`src/hdl/dmcd_pkg.sv`:
```
// ----------------------------------------------------------------------------
// dmcd_pkg
// Shared types, constants and calendar helpers for the day/minute to
// calendar date converter.
// ----------------------------------------------------------------------------
package dmcd_pkg;

  localparam int unsigned DayW    = 15;
  localparam int unsigned MinW    = 11;
  localparam int unsigned YearW   = 12;
  localparam int unsigned YoffW   = 7;   // years past the epoch, 0 to 89
  localparam int unsigned MonthW  = 4;
  localparam int unsigned DomW    = 5;
  localparam int unsigned WdayW   = 3;
  localparam int unsigned HourW   = 6;
  localparam int unsigned MinuteW = 6;

  localparam logic [YearW-1:0]  EpochYear  = 12'd1980;
  localparam logic [MinW-1:0]   MinPerHour = 11'd60;
  localparam logic [3:0]        DaysPerWeek = 4'd7;
  localparam logic [8:0]        DaysCommon = 9'd365;
  localparam logic [8:0]        DaysLeap   = 9'd366;
  localparam logic [MonthW-1:0] MonthJan   = 4'd1;
  localparam logic [MonthW-1:0] MonthFeb   = 4'd2;
  localparam logic [MonthW-1:0] MonthDec   = 4'd12;

  typedef struct packed {
    logic [DayW-1:0] day_count;
    logic [MinW-1:0] minute_of_day;
  } in_word_t;

  typedef struct packed {
    logic [YearW-1:0]   year;
    logic [MonthW-1:0]  month;
    logic [DomW-1:0]    day_of_month;
    logic [WdayW-1:0]   weekday;
    logic [HourW-1:0]   hour;
    logic [MinuteW-1:0] minute;
  } out_word_t;

  typedef enum logic [1:0] {
    ST_IDLE,
    ST_YEARS,
    ST_MONTHS
  } state_t;

  // Commands from the controller to the datapath.
  typedef struct packed {
    logic load;
    logic step_year;
    logic step_month;
    logic step_hour;
    logic publish;
  } cmd_t;

  // Status from the datapath to the controller.
  typedef struct packed {
    logic year_fits;
    logic month_fits;
    logic hour_done;
  } status_t;

  // Length of a month in days; February follows the leap flag.
  function automatic logic [4:0] month_len(input logic [MonthW-1:0] month,
                                           input logic leap);
    logic [4:0] len;
    if (month == MonthFeb) begin
      len = leap ? 5'd29 : 5'd28;
    end else if (month inside {4'd4, 4'd6, 4'd9, 4'd11}) begin
      len = 5'd30;
    end else begin
      len = 5'd31;
    end
    return len;
  endfunction

endpackage

```
`src/hdl/dmcd_datapath.sv`:
```
// ----------------------------------------------------------------------------
// dmcd_datapath
// Working registers for the year, month and hour reductions, the weekday
// residue, and the result register with its strobe.
// ----------------------------------------------------------------------------
module dmcd_datapath (
  input  logic                clk,
  input  logic                rst,
  input  dmcd_pkg::in_word_t  request,
  input  dmcd_pkg::cmd_t      cmd,
  output dmcd_pkg::status_t   status,
  output dmcd_pkg::out_word_t result,
  output logic                done
);
  import dmcd_pkg::*;

  logic [DayW-1:0]    days;
  logic [YoffW-1:0]   yoff;
  logic [MonthW-1:0]  month;
  logic [MinW-1:0]    mins;
  logic [HourW-1:0]   hour;
  logic [WdayW-1:0]   weekday;

  logic               leap;
  logic [8:0]         year_len;
  logic [4:0]         mon_len;
  logic [WdayW-1:0]   weekday_in;

  // (n mod 7) + 1 for a 16-bit n. Since 8 mod 7 is 1, summing octal
  // digits keeps the residue; two folds and one correction finish it.
  function automatic logic [WdayW-1:0] weekday_of(input logic [DayW:0] n);
    logic [5:0] s1;
    logic [3:0] s2;
    logic [3:0] r;
    s1 = {3'd0, n[2:0]} + {3'd0, n[5:3]} + {3'd0, n[8:6]} + {3'd0, n[11:9]}
       + {3'd0, n[14:12]} + {5'd0, n[15]};
    s2 = {1'b0, s1[2:0]} + {1'b0, s1[5:3]};
    r  = (s2 >= DaysPerWeek) ? (s2 - DaysPerWeek) : s2;
    return r[WdayW-1:0] + 3'd1;
  endfunction

  assign leap       = (yoff[1:0] == 2'b00);
  assign year_len   = leap ? DaysLeap : DaysCommon;
  assign mon_len    = month_len(month, leap);
  assign weekday_in = weekday_of({1'b0, request.day_count} + 16'd1);

  assign status.year_fits  = (days < {6'd0, year_len});
  assign status.month_fits = (month == MonthDec) || (days < {10'd0, mon_len});
  assign status.hour_done  = (mins < MinPerHour);

  always_ff @(posedge clk) begin
    if (cmd.load) begin
      days    <= request.day_count;
      mins    <= request.minute_of_day;
      yoff    <= '0;
      month   <= MonthJan;
      hour    <= '0;
      weekday <= weekday_in;
    end else begin
      if (cmd.step_year) begin
        days <= days - {6'd0, year_len};
        yoff <= yoff + 7'd1;
      end
      if (cmd.step_month) begin
        days  <= days - {10'd0, mon_len};
        month <= month + 4'd1;
      end
      if (cmd.step_hour) begin
        mins <= mins - MinPerHour;
        hour <= hour + 6'd1;
      end
    end
  end

  always_ff @(posedge clk) begin
    if (cmd.publish) begin
      result.year         <= EpochYear + {5'd0, yoff};
      result.month        <= month;
      result.day_of_month <= days[DomW-1:0] + 5'd1;
      result.weekday      <= weekday;
      result.hour         <= hour;
      result.minute       <= mins[MinuteW-1:0];
    end
  end

  always_ff @(posedge clk) begin
    if (rst) begin
      done <= 1'b0;
    end else begin
      done <= cmd.publish;
    end
  end

  // A month is stepped only after the year search has settled.
  a_month_after_year: assert property (@(posedge clk) disable iff (rst)
    cmd.step_month |-> status.year_fits)
    else $error("month step while a whole year still remains");

  // The month counter never passes December.
  a_month_range: assert property (@(posedge clk) disable iff (rst)
    cmd.step_month |-> (month != MonthDec))
    else $error("month step beyond December");

  // A published word always carries a reduced minute.
  a_publish_reduced: assert property (@(posedge clk) disable iff (rst)
    cmd.publish |-> (status.hour_done && status.month_fits))
    else $error("result published before reduction finished");

endmodule

```
`src/hdl/dmcd_controller.sv`:
```
// ----------------------------------------------------------------------------
// dmcd_controller
// Sequencer for the year, month and hour subtraction loops.
// ----------------------------------------------------------------------------
module dmcd_controller (
  input  logic              clk,
  input  logic              rst,
  input  logic              start,
  input  dmcd_pkg::status_t status,
  output dmcd_pkg::cmd_t    cmd,
  output logic              busy
);
  import dmcd_pkg::*;

  state_t state;
  state_t state_next;

  always_ff @(posedge clk) begin
    if (rst) begin
      state <= ST_IDLE;
    end else begin
      state <= state_next;
    end
  end

  always_comb begin
    state_next = state;
    case (state)
      ST_IDLE: begin
        if (start) state_next = ST_YEARS;
      end
      ST_YEARS: begin
        if (status.year_fits) state_next = ST_MONTHS;
      end
      ST_MONTHS: begin
        if (status.month_fits && status.hour_done) state_next = ST_IDLE;
      end
      default: state_next = ST_IDLE;
    endcase
  end

  always_comb begin
    cmd  = '0;
    busy = 1'b1;
    case (state)
      ST_IDLE: begin
        busy     = 1'b0;
        cmd.load = start;
      end
      ST_YEARS: begin
        cmd.step_year = !status.year_fits;
        cmd.step_hour = !status.hour_done;
      end
      ST_MONTHS: begin
        cmd.step_month = !status.month_fits;
        cmd.step_hour  = !status.hour_done;
        cmd.publish    = status.month_fits && status.hour_done;
      end
      default: begin
        busy = 1'b1;
      end
    endcase
  end

endmodule

```
`src/hdl/days_minutes_to_calendar_date.sv`:
```
// ----------------------------------------------------------------------------
// days_minutes_to_calendar_date
// Converts a day count since 1 January 1980 and a minute count since
// midnight into year, month, day of month, weekday, hour and minute.
// ----------------------------------------------------------------------------
// A request word is taken at a rising edge where start is high and busy is
// low. The block then works on that one word and drops busy at the edge
// where the result word appears; done is high for exactly that one cycle and
// the result must be captured then, since the receiver cannot stall the
// block. The result ports keep their value until the next result is written.
// From the accepting edge the block subtracts whole years past 1980 (up to
// 89), then whole months (up to 11, the month index minus one), and then
// writes the result word. The last day the count can reach falls in
// September 2069, so the longest conversion is for a date in December 2068.
// The hour is found by subtracting 60 once a cycle alongside the year and
// month loops, so it lengthens the conversion only when the hour is large
// and the date early; the year subtraction loop sets the worst case. The
// weekday is ((day_count + 1) mod 7) + 1, so day 0, a Tuesday, gives 2;
// minutes are not clamped, so the hour can reach 34 and the date does not
// advance.
// ----------------------------------------------------------------------------
module days_minutes_to_calendar_date (
  input  logic                clk,
  input  logic                rst,
  input  logic                start,
  output logic                busy,
  input  dmcd_pkg::in_word_t  request,
  output logic                done,
  output dmcd_pkg::out_word_t result
);
  import dmcd_pkg::*;

  // Command and status between the sequencer and the datapath.
  cmd_t    cmd;
  status_t status;

  // The controller owns the handshake and the loop sequencing.
  dmcd_controller u_controller (
    .clk    (clk),
    .rst    (rst),
    .start  (start),
    .status (status),
    .cmd    (cmd),
    .busy   (busy)
  );

  // The datapath holds the working registers and the result register.
  dmcd_datapath u_datapath (
    .clk     (clk),
    .rst     (rst),
    .request (request),
    .cmd     (cmd),
    .status  (status),
    .result  (result),
    .done    (done)
  );

  // An accepted word always makes the block busy on the next cycle.
  a_busy_after_accept: assert property (@(posedge clk) disable iff (rst)
    (start && !busy) |=> busy)
    else $error("request accepted but block not busy");

  // The result strobe lasts a single cycle.
  a_done_pulse: assert property (@(posedge clk) disable iff (rst)
    done |=> !done)
    else $error("done held for more than one cycle");

  // A result only appears as the block returns to idle, and is in range.
  a_done_valid: assert property (@(posedge clk) disable iff (rst)
    done |-> (!busy && (result.month >= 4'd1) && (result.month <= 4'd12)
              && (result.minute < 6'd60)))
    else $error("result word out of range or block still busy");

endmodule
```
`config.mk`:
```
export PLATFORM = sky130hd
export DESIGN_NAME = days_minutes_to_calendar_date
export DESIGN_NICKNAME = d
export VERILOG_FILES = /design/src/hdl/dmcd_pkg.sv /design/src/hdl/dmcd_datapath.sv /design/src/hdl/dmcd_controller.sv /design/src/hdl/days_minutes_to_calendar_date.sv
export SDC_FILE = /design/constraint.sdc
export NUM_CORES = 1
export LEC_CHECK = 0
export BUFFER_PORTS_ARGS = -buffer_cell sky130_fd_sc_hd__clkbuf_2
export CAP_MARGIN = 15
export CORE_MARGIN = 10
export CORE_UTILIZATION = 35
export CTS_BUF_LIST = sky130_fd_sc_hd__clkbuf_8
export CTS_CLUSTER_SIZE = 40
export DETAILED_ROUTE_END_ITERATION = 7
export HOLD_SLACK_MARGIN = 0.1
export PLACE_DENSITY = 0.59
export SYNTH_ARGS = -nofsm -noshare
export SYNTH_HDL_FRONTEND = slang
export SYNTH_SLANG_ARGS = --single-unit
```
`constraint.sdc`:
```
create_clock -name clk -period 11.35 [get_ports clk]
set_input_delay 1.7025 -clock clk [delete_from_list [all_inputs] [get_ports clk]]
set_output_delay 1.7025 -clock clk [all_outputs]
set_load 0.005 [all_outputs]
```
# [Word level (Yosys, flattened, before mapping)]
# Index checks and enable logic that the tools add are counted.
[totals] ff_bits=85 elab_cells=78 inputBits=29
[classes] eq_ne=11 muxes=20 add_sub_neg=17 n_reduce_logical=12 n_lt_le_gt_ge=4
[ops] operator="15-bit 2-to-1 mux" n=3
[ops] operator="11-bit 2-to-1 mux" n=2
[ops] operator="6-bit by 3-bit adder with 6-bit output" n=3
[ops] operator="15-bit by 1-bit adder with 16-bit output, second input constant" n=1
[ops] operator="15-bit by 5-bit less-than comparator with 1-bit output" n=1
[ops] operator="15-bit by 9-bit less-than comparator with 1-bit output" n=1
[ops] operator="15-bit by 5-bit subtractor with 15-bit output" n=1
[ops] operator="15-bit by 9-bit subtractor with 15-bit output" n=1
[ops] operator="11-bit by 7-bit adder with 12-bit output, first input constant" n=1
[ops] operator="4-bit equality test, second input constant" n=3
[ops] operator="11-bit by 6-bit less-than comparator with 1-bit output, second input constant" n=1
[ops] operator="11-bit by 6-bit subtractor with 11-bit output, second input constant" n=1
[ops] operator="3-bit by 3-bit adder with 4-bit output" n=2
[ops] operator="4-bit by 3-bit equality test with 1-bit output, second input constant" n=2
[ops] operator="1-bit 2-to-1 mux" n=8
[ops] operator="2-bit 2-to-1 mux" n=4
[ops] operator="7-bit by 1-bit adder with 7-bit output, second input constant" n=1
[ops] operator="6-bit by 1-bit adder with 6-bit output" n=1
[ops] operator="6-bit by 1-bit adder with 6-bit output, second input constant" n=1
[ops] operator="2-bit case mux with 3 select lines" n=1
[ops] operator="5-bit by 1-bit adder with 5-bit output, second input constant" n=1
[ops] operator="5-bit 2-to-1 mux" n=1
[ops] operator="4-bit by 1-bit adder with 4-bit output, second input constant" n=1
[ops] operator="4-bit by 2-bit equality test with 1-bit output, second input constant" n=1
[ops] operator="17 further kinds" n=21

# [Longest topological paths before layout]
# Gate-level depths: netlist of run 1.
[logic_depth] ltp_word=10 ltp_mapped=21 depth_no_buf=21

# [By module]
# From an unflattened synthesis of run 1, not the netlist that was laid out.
[hier_totals] cells_unflattened=444 area_unflattened_um2=4923.5
[by_module_without_submodules] mod="dmcd_datapath" area_per_inst_um2=4695.8 seq_area_each_um2=2312.2 cells_per_inst=421 instances=1
[by_module_without_submodules] mod="dmcd_controller" area_per_inst_um2=227.7 seq_area_each_um2=40.0 cells_per_inst=23 instances=1

# [Worst setup path before layout of run 1]
# OpenSTA, ideal clock, no wires.
[synth_path] kind="in2reg" startpoint="input port request[11] (netlist bit)" endpoint="register u_datapath.weekday[2], data pin" n_path_buf=0 slack_ns=4.769 t_arrival_ns=6.319 path_stages=20 path_cell_list="ha_1 -> nand3_1 -> xnor2_1 -> inv_1 -> fa_1 -> xnor2_1 -> fa_1 -> inv_1 -> fa_1 -> inv_1 -> ha_1 -> a21o_1 -> a21oi_1 -> xnor2_1 -> fa_1 -> ha_1 -> a21oi_1 -> mux2_2 -> ha_1 -> xor2_1"
[synth_between] elab_chain_len=10 word_cells_on_any_way=11 classes_between="add/sub (9); order compare (1); mux (1)"
[synth_lines] item="start, declared" line_no="days_minutes_to_calendar_date.sv:27" text="input dmcd_pkg::in_word_t request,"
[synth_lines] item="15-bit by 1-bit adder with 16-bit output (*)" line_no="dmcd_datapath.sv:45" text="assign weekday_in = weekday_of({1'b0, request.day_count} + 16'd1);"
[synth_lines] item="3-bit by 3-bit adder with 4-bit output" line_no="dmcd_datapath.sv:35" text="s1 = {3'd0, n[2:0]} + {3'd0, n[5:3]} + {3'd0, n[8:6]} + {3'd0, n[11:9]}"
[synth_lines] item="6-bit by 3-bit adder with 6-bit output (2 in a row)" line_no="dmcd_datapath.sv:35"
[synth_lines] item="6-bit by 3-bit adder with 6-bit output" line_no="dmcd_datapath.sv:36" text="+ {3'd0, n[14:12]} + {5'd0, n[15]};"
[synth_lines] item="6-bit by 1-bit adder with 6-bit output (*)" line_no="dmcd_datapath.sv:36"
[synth_lines] item="3-bit by 3-bit adder with 4-bit output (*)" line_no="dmcd_datapath.sv:37" text="s2 = {1'b0, s1[2:0]} + {1'b0, s1[5:3]};"
[synth_lines] item="4-bit by 3-bit >= comparator with 1-bit output or 3-bit subtractor (tied branches)" line_no="dmcd_datapath.sv:38" text="r = (s2 >= DaysPerWeek) ? (s2 - DaysPerWeek) : s2;"
[synth_lines] item="3-bit 2-to-1 mux (*)" line_no="dmcd_datapath.sv:38"
[synth_lines] item="3-bit by 1-bit adder with 3-bit output (*)" line_no="dmcd_datapath.sv:39" text="return r[WdayW-1:0] + 3'd1;"
[synth_lines] item="net u_datapath.weekday_in[2]" line_no="dmcd_datapath.sv:27" text="logic [WdayW-1:0] weekday_in;"
[synth_lines] item="end signal, assigned" line_no="dmcd_datapath.sv:58" text="weekday <= weekday_in;"
[synth_lines] item="end, declared" line_no="dmcd_datapath.sv:22" text="logic [WdayW-1:0] weekday;"
# Mark *: on every way through the listed nets, which the timed path passes. The rest lies on a longest branch.
# A chain may end at the register's enable or synchronous reset.

# [Worst setup path in the final report of run 1]
# Ends and elaborated chain as after synthesis.

==> flow_metrics.py, run 1 <==
metrics = {
    "routing": {
        "first_pass_iters": 5,
        "wl_um": 10000,
        "wl_per_cell_um": 13.9,
        "drc_errors": 0,
        "vias_per_cell": 4.85,
        "dr.first_iter.drc_count": 197,
        "vias": 3499,
        "drtAntennaViolNets": 0,
    },
    "grt": {
        "antenna_found_initial": 0,
        "grt_first_pass_wirelength_um": 17400,
        "gr-usage-all-layers": 0.107,
        "grt_remaining_overflow": 0,
        "grt_max_degree": 45,
        "first_global_vias": 3597,
    },
    "timing": {
        "fin_crit_sh": 0.581,
        "slew_viol_final": 0,
        "period_needed_ps": 6600,
        "max-slew-margin-rel": 0.545,
        "rsz0062_at_grt": "false",
        "setup_tns_ps": 0,
        "hold_slack_ps": 426,
        "setup_slack_ps": 4750,
        "fmax_mhz": 152,
        "hold_viol_final": 0,
        "clock_skew_ps": 17.0,
        "setup_viol": 0,
        "tightest_slew_ps": 683,
    },
    "floorplan": {
        "pin_count": 67,
        "chipWidth_um": 139,
        "num_rows": 43,
        "core_area_mm2": 0.0139,
        "fp.dieArea_mm2": 0.0194,
        "start_util": 0.357,
        "fp.dieH_um": 139,
    },
    "final_layout": {
        "diodes": 0,
        "finalNetCount": 608,
        "drive_above_1_share": 0.177,
        "utilization": 0.407,
        "areaGrowthSynthToFinish_pct": 13.9,
        "finalNonFillerCells": 721,
    },
    "worst_setup_path": {
        "cp_num_buf_inv": 4,
        "start_kind": "input port",
        "slowest_stage": "fa_1",
        "end_kind": "register",
        "critical_path_required_ps": 11470,
        "crit_path_max_incr_delay_ps": 580,
        "worstPathCellList": "clkbuf_2 -> ha_1 -> nand3_1 -> xnor2_1 -> inv_1 -> fa_1 -> xnor2_1 -> fa_1 -> inv_1 -> fa_1 -> inv_1 -> ha_1 -> a21o_1 -> a21oi_1 -> xnor2_1 -> fa_1 -> ha_1 -> a21oi_1 -> mux2_2 -> ha_1 -> xor2_1",
        "arrival_ps": 6720,
        "cp-startpoint": "request[11]",
        "worst-setup-path-type": "input port to register",
        "cp_top_family": "adder cells",
        "timing.rr.start": "u_datapath.month[0]",
        "path_max_fanout": 5,
    },
    "place": {
        "pre_cts_ws_ps": 4310,
        "dp.cells": 705,
        "portBuffers": 66,
        "place.gp.congestion": 0.833,
        "hpwlAfterDp_um": 7610,
    },
    "clock_network": {
        "ctsResizeCount": 0,
        "cts.reportedPaths.clkPinSlew_ps": 90,
        "root_buffer": "clkbuf_8",
        "clkLatencyLatePin_ps": 370,
        "htree_levels": 3,
        "postCtsSetupBuffers": 0,
        "cts_tree": "built",
        "clk_path_buf_depth": 2,
        "hold_buffers": 0,
        "clock_sinks": 85,
        "cts_buffers": 9,
    },
    "synthesis": {
        "async_flop_share": 0,
        "synth_area_per_cell_um2": 10.5,
        "synthMuxAreaShare": 0.0214,
        "synthSimpleGateAreaFrac": 0.160,
        "synth_compound_area_frac": 0.0839,
        "ys_seq_area_frac": 0.472,
        "synth_cell_types": 52,
        "synthCells": 473,
        "synth_adder_area_share": 0.125,
        "ys_ff_latch": 85,
        "yosys_warnings": 0,
        "synth_top_family_by_area": "simple AND/OR/NAND/NOR gates",
        "synth.net_count": 545,
        "yosys.area_share.xor_xnor": 0.0950,
        "synth_area_mm2": 0.00498,
        "synth_edf_count": 65,
        "synth-main-ff-cell": "edfxtp_1",
    },
    "job": {
        "max_cap_violations": 0,
    },
    "run_status": {
        "status": "completed",
    },
    "power": {
        "cellPowerDensity_mw_per_mm2": 255,
        "p_leak_nw": 2.31,
        "ir_drop_mv": 0.0772,
    },
    "worst_hold_path": {
        "hold_path.class": "register to register",
        "min_from": "u_datapath.weekday[0]",
    },
}
==> cell usage in the layout, fill, tap and decap left out, types with 2 or more instances in the layout <==
cell	Yosys	routed
ha_1	32	32
nor2_1	49	49
edfxtp_1	65	65
nand2b_1	8	8
nor2b_1	4	4
nand3_1	17	17
nand4_1	9	9
o21a_1	2	2
o21ai_1	5	5
mux2i_1	8	8
dfxtp_1	20	20
clkbuf_2	1	66
o211ai_1	2	2
a21o_1	3	3
xnor2_1	29	29
a21oi_1	24	23
inv_1	33	34
o41ai_1	2	2
clkbuf_8	0	9
inv_6	0	3
and3_1	6	6
xor2_1	25	25
o21ai_0	17	17
nor3_1	8	8
and2_1	3	3
buf_4	1	3
nand2_1	50	50
or3_1	2	2
fa_1	11	11
==> layer usage <==
| layer | global-route usage | vias to the layer above | wire [um] | share of wire |
|---|---|---|---|---|
| met4 | 0.0346 | 0 | 129 | 0.013 |
| met1 | 0.137 | 1652 | 4740 | 0.47 |
| met3 | 0.0320 | 10 | 575 | 0.057 |
| met2 | 0.169 | 81 | 4590 | 0.46 |
| met5 | 0 | - | 0 | 0 |
| li1 | - | 1756 | - | - |
==> cell usage after synthesis, drive strengths merged, types with 4 or more instances <==
cell | n | share of area
edfxtp | 65 | 0.39
nand2 | 50 | 0.038
nor2 | 49 | 0.037
inv | 33 | 0.025
ha | 32 | 0.080
xnor2 | 29 | 0.051
a21oi | 25 | 0.026
xor2 | 25 | 0.044
o21ai | 23 | 0.025
dfxtp | 20 | 0.080
nand3 | 18 | 0.019
fa | 11 | 0.044
nor3 | 10 | 0.013
clkbuf | 9 | 0.0070
nand4 | 9 | 0.011
buf | 8 | 0.011
mux2i | 8 | 0.016
nand2b | 8 | 0.010
and3 | 6 | 0.0075
nor2b | 4 | 0.0050
==> worst reg2reg max path, cell delays in order (launching register included) <==
cell,delay (ps)
dfxtp_1,470
inv_1,120
ha_1,230
o21ai_0,170
o21ai_0,100
o21ai_0,210
ha_1,210
nor2b_1,70
o2111ai_1,450
a21oi_2,310
or3_1,720
==> power breakdown <==
part           leakage (nW)  total (W)  switching (W)  internal [W]
Combinational          1.43   0.000659       0.000364      0.000295
Sequential            0.770   0.000569      0.0000921      0.000476
Clock                 0.106   0.000217       0.000114      0.000103
==> final cells by class <==
| class | count | area (um2) |
|---|---|---|
| well taps | 180 | 225 |
| flip-flops and latches | 85 | 2350 |
| repair buffers | 69 | 353 |
| clock buffers | 9 | 124 |
| multi-input cells | 338 | 2420 |
| clock inverters | 7 | 71.3 |
| fillers | 1360 | 8260 |
| inverters | 33 | 124 |
==> cells by family after synthesis <==
logic type | after synthesis
buffers and inverters | 50
AO/OA/AOI/OAI | 66
multiplexers | 10
XOR/XNOR | 54
flip-flops | 85
adder cells (fa/ha/maj) | 43
AND/OR/NAND/NOR | 165
==> final timing paths <==
kind                           end  slack, ps  cells past startpoint
max reg2reg    u_datapath.days[13]       7920                     10
min          u_datapath.result[12]        430                      0
max          u_datapath.weekday[2]       4750                     21
min reg2reg  u_datapath.result[12]        430                      0
==> sequential cells by signal, summed over array words and instances (netlist names) <==
signal,flops
u_datapath.result,36
u_datapath.days,15
u_datapath.mins,11
u_datapath.yoff,7
u_datapath.hour,6
u_datapath.month,4
u_datapath.weekday,3
u_controller.state,2
u_datapath.done,1
==> per-stage QoR <==
stage / total power [W] / area [um2]
2_1_floorplan: 0.00110 / 4980
4_1_cts: 0.00146 / 5670
3_3_place_gp: 0.00121 / 5480
6_report: 0.00144 / 5670
5_1_grt: 0.00159 / 5670
3_5_place_dp: 0.00124 / 5480
Note: power is estimated with default switching activity, not from simulation.
==> run 2, diff against run 1 <==
Settings changed: PLACE_DENSITY 0.59 to 0.61.
Clock period 11.35 ns to 6.05 ns, I/O delays scaled along.
==> run 2 against run 1 <==
Sequential power is 86% higher; final cell count is 0.42% higher; core utilization is 0.17 points higher; register-to-register slack worse by 5300 ps; critical path type unchanged; critical endpoint unchanged.
==> flow_metrics.py, run 2 (synthesized netlist as in run 1, its figures left out) <==
metrics = {
    "worst_setup_path": {
        "rr_endpoint": "u_datapath.days[9]",
        "timing.rr.start": "u_datapath.yoff[0]",
        "cp-startpoint": "request[12]",
        "cp_num_buf_inv": 6,
        "endpoint": "u_datapath.weekday[2]",
        "reg2reg_depth": 9,
        "arrival_ps": 5870,
        "worst-setup-path-type": "input port to register",
        "cp.depth": 22,
        "start_kind": "input port",
        "worstPathCellList": "clkbuf_2 -> ha_1 -> nand3_1 -> xnor2_1 -> inv_1 -> fa_1 -> inv_1 -> fa_1 -> inv_1 -> fa_1 -> inv_1 -> ha_1 -> inv_1 -> fa_1 -> xnor2_1 -> ha_1 -> fa_1 -> ha_1 -> a21oi_1 -> mux2_2 -> ha_1 -> xor2_1",
        "slowest_stage": "fa_1",
        "cp_top_family": "adder cells",
        "path_max_fanout": 4,
        "end_kind": "register",
        "crit_path_max_incr_delay_ps": 530,
        "critical_path_required_ps": 6180,
        "r2r_setup_slack_ps": 2670,
    },
    "routing": {
        "vias": 3454,
        "drtAntennaViolNets": 0,
        "dr.first_iter.drc_count": 227,
        "first_pass_iters": 4,
        "vias_per_cell": 4.77,
        "wl_per_cell_um": 13.8,
        "drc_errors": 0,
        "wl_um": 10000,
    },
    "grt": {
        "grt_first_pass_wirelength_um": 16800,
        "antenna_found_initial": 0,
        "first_global_vias": 3477,
        "gr-usage-all-layers": 0.104,
        "grt_remaining_overflow": 0,
        "grt_max_degree": 31,
    },
    "timing": {
        "period_needed_ps": 5740,
        "slew_viol_final": 0,
        "fin_crit_sh": 0.948,
        "hold_slack_ps": 426,
        "setup_viol": 0,
        "clock_skew_ps": 11.3,
        "tightest_slew_ps": 686,
        "setup_tns_ps": 0,
        "max-slew-margin-rel": 0.542,
        "fmax_mhz": 174,
        "hold_viol_final": 0,
        "rsz0062_at_grt": "false",
    },
    "clock_network": {
        "postCtsSetupBuffers": 0,
        "ctsResizeCount": 0,
        "htree_levels": 3,
        "root_buffer": "clkbuf_8",
        "clkLatencyLatePin_ps": 370,
        "clock_sinks": 85,
        "cts.reportedPaths.clkPinSlew_ps": 90,
        "cts_tree": "built",
        "hold_buffers": 0,
        "clk_path_buf_depth": 2,
        "cts_buffers": 9,
    },
    "final_layout": {
        "utilization": 0.409,
        "final_common_cell": "clkbuf_2",
        "finalNonFillerCells": 724,
        "final_cell_mix": "clkbuf_2 (66), edfxtp_1 (65), nand2_1 (50)",
        "drive_above_1_share": 0.184,
        "finalNetCount": 611,
        "fillers": 1365,
        "diodes": 0,
        "design_area_mm2": 0.00570,
        "regMostFlops": "u_datapath.result",
        "largest_reg_flops": 36,
        "areaGrowthSynthToFinish_pct": 14.4,
        "reg_top3": "u_datapath.result x36, u_datapath.days x15, u_datapath.mins x11",
    },
    "place": {
        "hpwlAfterDp_um": 7670,
        "dp.cells": 708,
        "portBuffers": 66,
        "place.gp.congestion": 0.803,
        "dpl_cell_area_mm2": 0.00550,
    },
    "power": {
        "p_leak_nw": 2.32,
        "cellPowerDensity_mw_per_mm2": 477,
        "ir_drop_mv": 0.188,
    },
    "floorplan": {
        "pin_count": 67,
        "chipWidth_um": 139,
        "core_area_mm2": 0.0139,
        "num_rows": 43,
        "fp.dieArea_mm2": 0.0194,
        "start_util": 0.357,
        "fp.dieH_um": 139,
    },
    "run_status": {
        "status": "completed",
    },
    "job": {
        "max_cap_violations": 0,
    },
    "worst_hold_path": {
        "hold_path.class": "register to register",
    },
}
-- run 2: cell type report --
class                           instances  area [um2]  area share
Multi-Input combinational cell        338        2420       0.425
Sequential cell                        85        2350       0.413
Timing Repair Buffer                   72         375      0.0659
Tap cell                              180         225      0.0395
Clock buffer                           12         165      0.0290
Inverter                               33         124      0.0217
Clock inverter                          4        31.3     0.00549
-- run 2: metal layers --
layer  GRT usage  part of all wire  wire [um]
met5           0                 0          0
met4      0.0379             0.014        144
met3      0.0299             0.055        553
met2       0.167              0.46       4640
met1       0.129              0.47       4660
-- run 2: where the power goes --
| group | switching (W) | internal [W] | total (W) | leakage [nW] |
|---|---|---|---|---|
| combinational | 0.000682 | 0.000575 | 0.00126 | 1.45 |
| sequential | 0.000171 | 0.000894 | 0.00106 | 0.770 |
| clock | 0.000209 | 0.000184 | 0.000394 | 0.103 |
-- run 2: worst min-delay path by stage --
stage / slack, ps / cells past startpoint / end / startpoint
6_report: 430 / 0 / u_datapath.result[12] / u_datapath.weekday[0]
3_3_place_gp: 410 / 0 / u_datapath.result[1] / u_datapath.mins[1]
4_1_cts: 430 / 0 / u_datapath.result[12] / u_datapath.weekday[0]
5_1_grt: 440 / 0 / u_datapath.result[14] / u_datapath.weekday[2]
3_5_place_dp: 410 / 0 / u_datapath.result[12] / u_datapath.weekday[0]
2_1_floorplan: 400 / 0 / u_datapath.result[0] / u_datapath.mins[0]
-- run 2: stage by stage --
stage	setup slack [ps]	total power, W
6_report	313	0.00272
5_1_grt	1.69	0.00298
4_1_cts	307	0.00276
3_5_place_dp	-90.9	0.00236
3_3_place_gp	47.7	0.00229
2_1_floorplan	264	0.00206
==> run 3, diff against run 2 <==
Settings changed: CORE_UTILIZATION 35 to 54, PLACE_DENSITY 0.61 to 0.84.
==> run 3 against run 2 <==
Wire length fell by 3.0%; clock skew fell by 1.1 ps; die area down 31%; flip-flop and latch count is the same; critical path depth is 1 lower; worst hold slack got worse by 2.2 ps; critical path type unchanged.
==> flow_metrics.py, run 3 (synthesized netlist as in run 1, its figures left out) <==
metrics = {
    "run_status": {
        "status": "completed",
    },
    "clock_network": {
        "cts_tree": "built",
        "clock_sinks": 85,
        "postCtsSetupBuffers": 0,
        "clkLatencyLatePin_ps": 370,
        "hold_buffers": 0,
        "ctsResizeCount": 0,
        "root_buffer": "clkbuf_8",
        "cts_buffers": 9,
        "cts.reportedPaths.clkPinSlew_ps": 80,
        "htree_levels": 3,
        "clk_path_buf_depth": 2,
    },
    "floorplan": {
        "num_rows": 34,
        "start_util": 0.563,
        "core_area_mm2": 0.00885,
        "pin_count": 67,
        "fp.dieH_um": 116,
        "fp.dieArea_mm2": 0.0135,
        "chipWidth_um": 116,
    },
    "worst_setup_path": {
        "reg2reg_depth": 10,
        "rr_endpoint": "u_datapath.days[4]",
        "crit_path_max_incr_delay_ps": 580,
        "end_kind": "register",
        "worstPathCellList": "clkbuf_2 -> ha_1 -> nand3_1 -> xnor2_1 -> inv_1 -> fa_1 -> xnor2_1 -> fa_1 -> inv_1 -> fa_1 -> inv_1 -> ha_1 -> a21o_1 -> a21oi_1 -> xnor2_1 -> fa_1 -> ha_1 -> a21oi_1 -> mux2_2 -> ha_1 -> xor2_1",
        "cp-startpoint": "request[12]",
        "critical_path_required_ps": 6160,
        "timing.rr.start": "u_datapath.month[0]",
        "path_max_fanout": 4,
        "cp_num_buf_inv": 4,
        "arrival_ps": 5830,
        "worst-setup-path-type": "input port to register",
        "cp_top_family": "adder cells",
        "start_kind": "input port",
        "slowest_stage": "fa_1",
        "r2r_setup_slack_ps": 2640,
    },
    "routing": {
        "first_pass_iters": 5,
        "vias": 3534,
        "drc_errors": 0,
        "dr.first_iter.drc_count": 252,
        "drtAntennaViolNets": 0,
        "wl_per_cell_um": 14.9,
        "wl_um": 9700,
        "vias_per_cell": 5.44,
    },
    "final_layout": {
        "design_area_mm2": 0.00564,
        "seq_area_mm2": 0.00235,
        "reg_top3": "u_datapath.result x36, u_datapath.days x15, u_datapath.mins x11",
        "drive_above_1_share": 0.179,
        "final_cell_mix": "clkbuf_2 (66), edfxtp_1 (65), nand2_1 (50)",
        "areaGrowthSynthToFinish_pct": 13.2,
        "finalNetCount": 609,
        "finalNonFillerCells": 650,
        "diodes": 0,
        "final_common_cell": "clkbuf_2",
        "fillers": 693,
        "largest_reg_flops": 36,
        "multi_input_area_mm2": 0.00242,
        "regMostFlops": "u_datapath.result",
    },
    "grt": {
        "grt_max_degree": 45,
        "antenna_found_initial": 0,
        "grt_first_pass_wirelength_um": 16000,
        "grt_remaining_overflow": 0,
        "gr-usage-all-layers": 0.146,
        "first_global_vias": 3512,
    },
    "timing": {
        "hold_slack_ps": 423,
        "fmax_mhz": 175,
        "fin_crit_sh": 0.946,
        "period_needed_ps": 5720,
        "max-slew-margin-rel": 0.365,
        "hold_viol_final": 0,
        "slew_viol_final": 0,
        "setup_slack_ps": 329,
        "tightest_slew_ps": 950,
        "clock_skew_ps": 10.2,
        "rsz0062_at_grt": "false",
        "setup_viol": 0,
    },
    "worst_hold_path": {
        "min_from": "u_datapath.weekday[2]",
        "min_path_cells": 0,
        "hold_path_end": "u_datapath.result[14]",
        "hold_path.class": "register to register",
    },
    "power": {
        "p_leak_nw": 2.33,
        "cellPowerDensity_mw_per_mm2": 495,
        "ir_drop_mv": 0.337,
        "total_power_w": 0.00279,
    },
    "place": {
        "portBuffers": 66,
        "hpwlAfterDp_um": 7190,
        "dpl_cell_area_mm2": 0.00539,
        "dp.cells": 633,
        "pre_cts_ws_ps": -100,
        "place.gp.congestion": 0.866,
    },
    "job": {
        "max_cap_violations": 0,
    },
}
[run 3: changes by cell type in the layout (fill, tap and decap cells not counted), sizes merged]
cell,previous run,this run
clkinvlp,0,1
clkbuf,78,75
clkinv,4,0
bufinv,0,2
buf,6,4
inv,33,37
[run 3: cell type report]
| type | count | area share |
|---|---|---|
| multi-input combinational | 338 | 0.430 |
| sequential | 85 | 0.417 |
| timing repair buffer | 70 | 0.0675 |
| tap | 108 | 0.0240 |
| clock buffer | 9 | 0.0220 |
| inverter | 33 | 0.0220 |
| clock inverter | 7 | 0.0173 |
[run 3: how the worst max path moves through the flow]
stage	to	slack, ps	cells after the start
floorplan	u_datapath.weekday[2]	260	20
global placement	u_datapath.weekday[2]	50	21
detailed placement	u_datapath.weekday[2]	-100	21
CTS	u_datapath.weekday[2]	310	21
global route	u_datapath.weekday[2]	60	21
finish	u_datapath.weekday[2]	330	21
[run 3: where the power goes]
group / leakage (nW) / switching, W / total, W / internal, W
sequential: 0.770 / 0.000172 / 0.00107 / 0.000894
clock: 0.113 / 0.000213 / 0.000449 / 0.000235
combinational: 1.44 / 0.000701 / 0.00127 / 0.000574
total: 2.33 / 0.00109 / 0.00279 / 0.00170
[run 3: through the flow]
| stage | util | TNS [ps] |
|---|---|---|
| 2_1_floorplan | - | 0 |
| 3_3_place_gp | 0.609 | 0 |
| 3_5_place_dp | 0.609 | -131 |
| 4_1_cts | 0.634 | 0 |
| 5_1_grt | 0.637 | 0 |
| 6_report | 0.637 | 0 |
[run 3: routing by layer]
layer | vias up | share of wire | global-route usage
li1 | 1772 | - | -
met1 | 1663 | 0.44 | 0.173
met2 | 90 | 0.49 | 0.247
met3 | 9 | 0.065 | 0.0496
met4 | 0 | 0.0098 | 0.0434
met5 | - | 0 | 0
[run 3: worst reg2reg max path, cell delays in order, from the launching register on]
cell	delay [ps]
dfxtp_1	430
inv_1	110
ha_1	220
o21ai_0	150
o21ai_0	90
o21ai_0	250
ha_1	250
nor2b_1	80
o2111ai_1	470
a21oi_2	310
or3_1	700
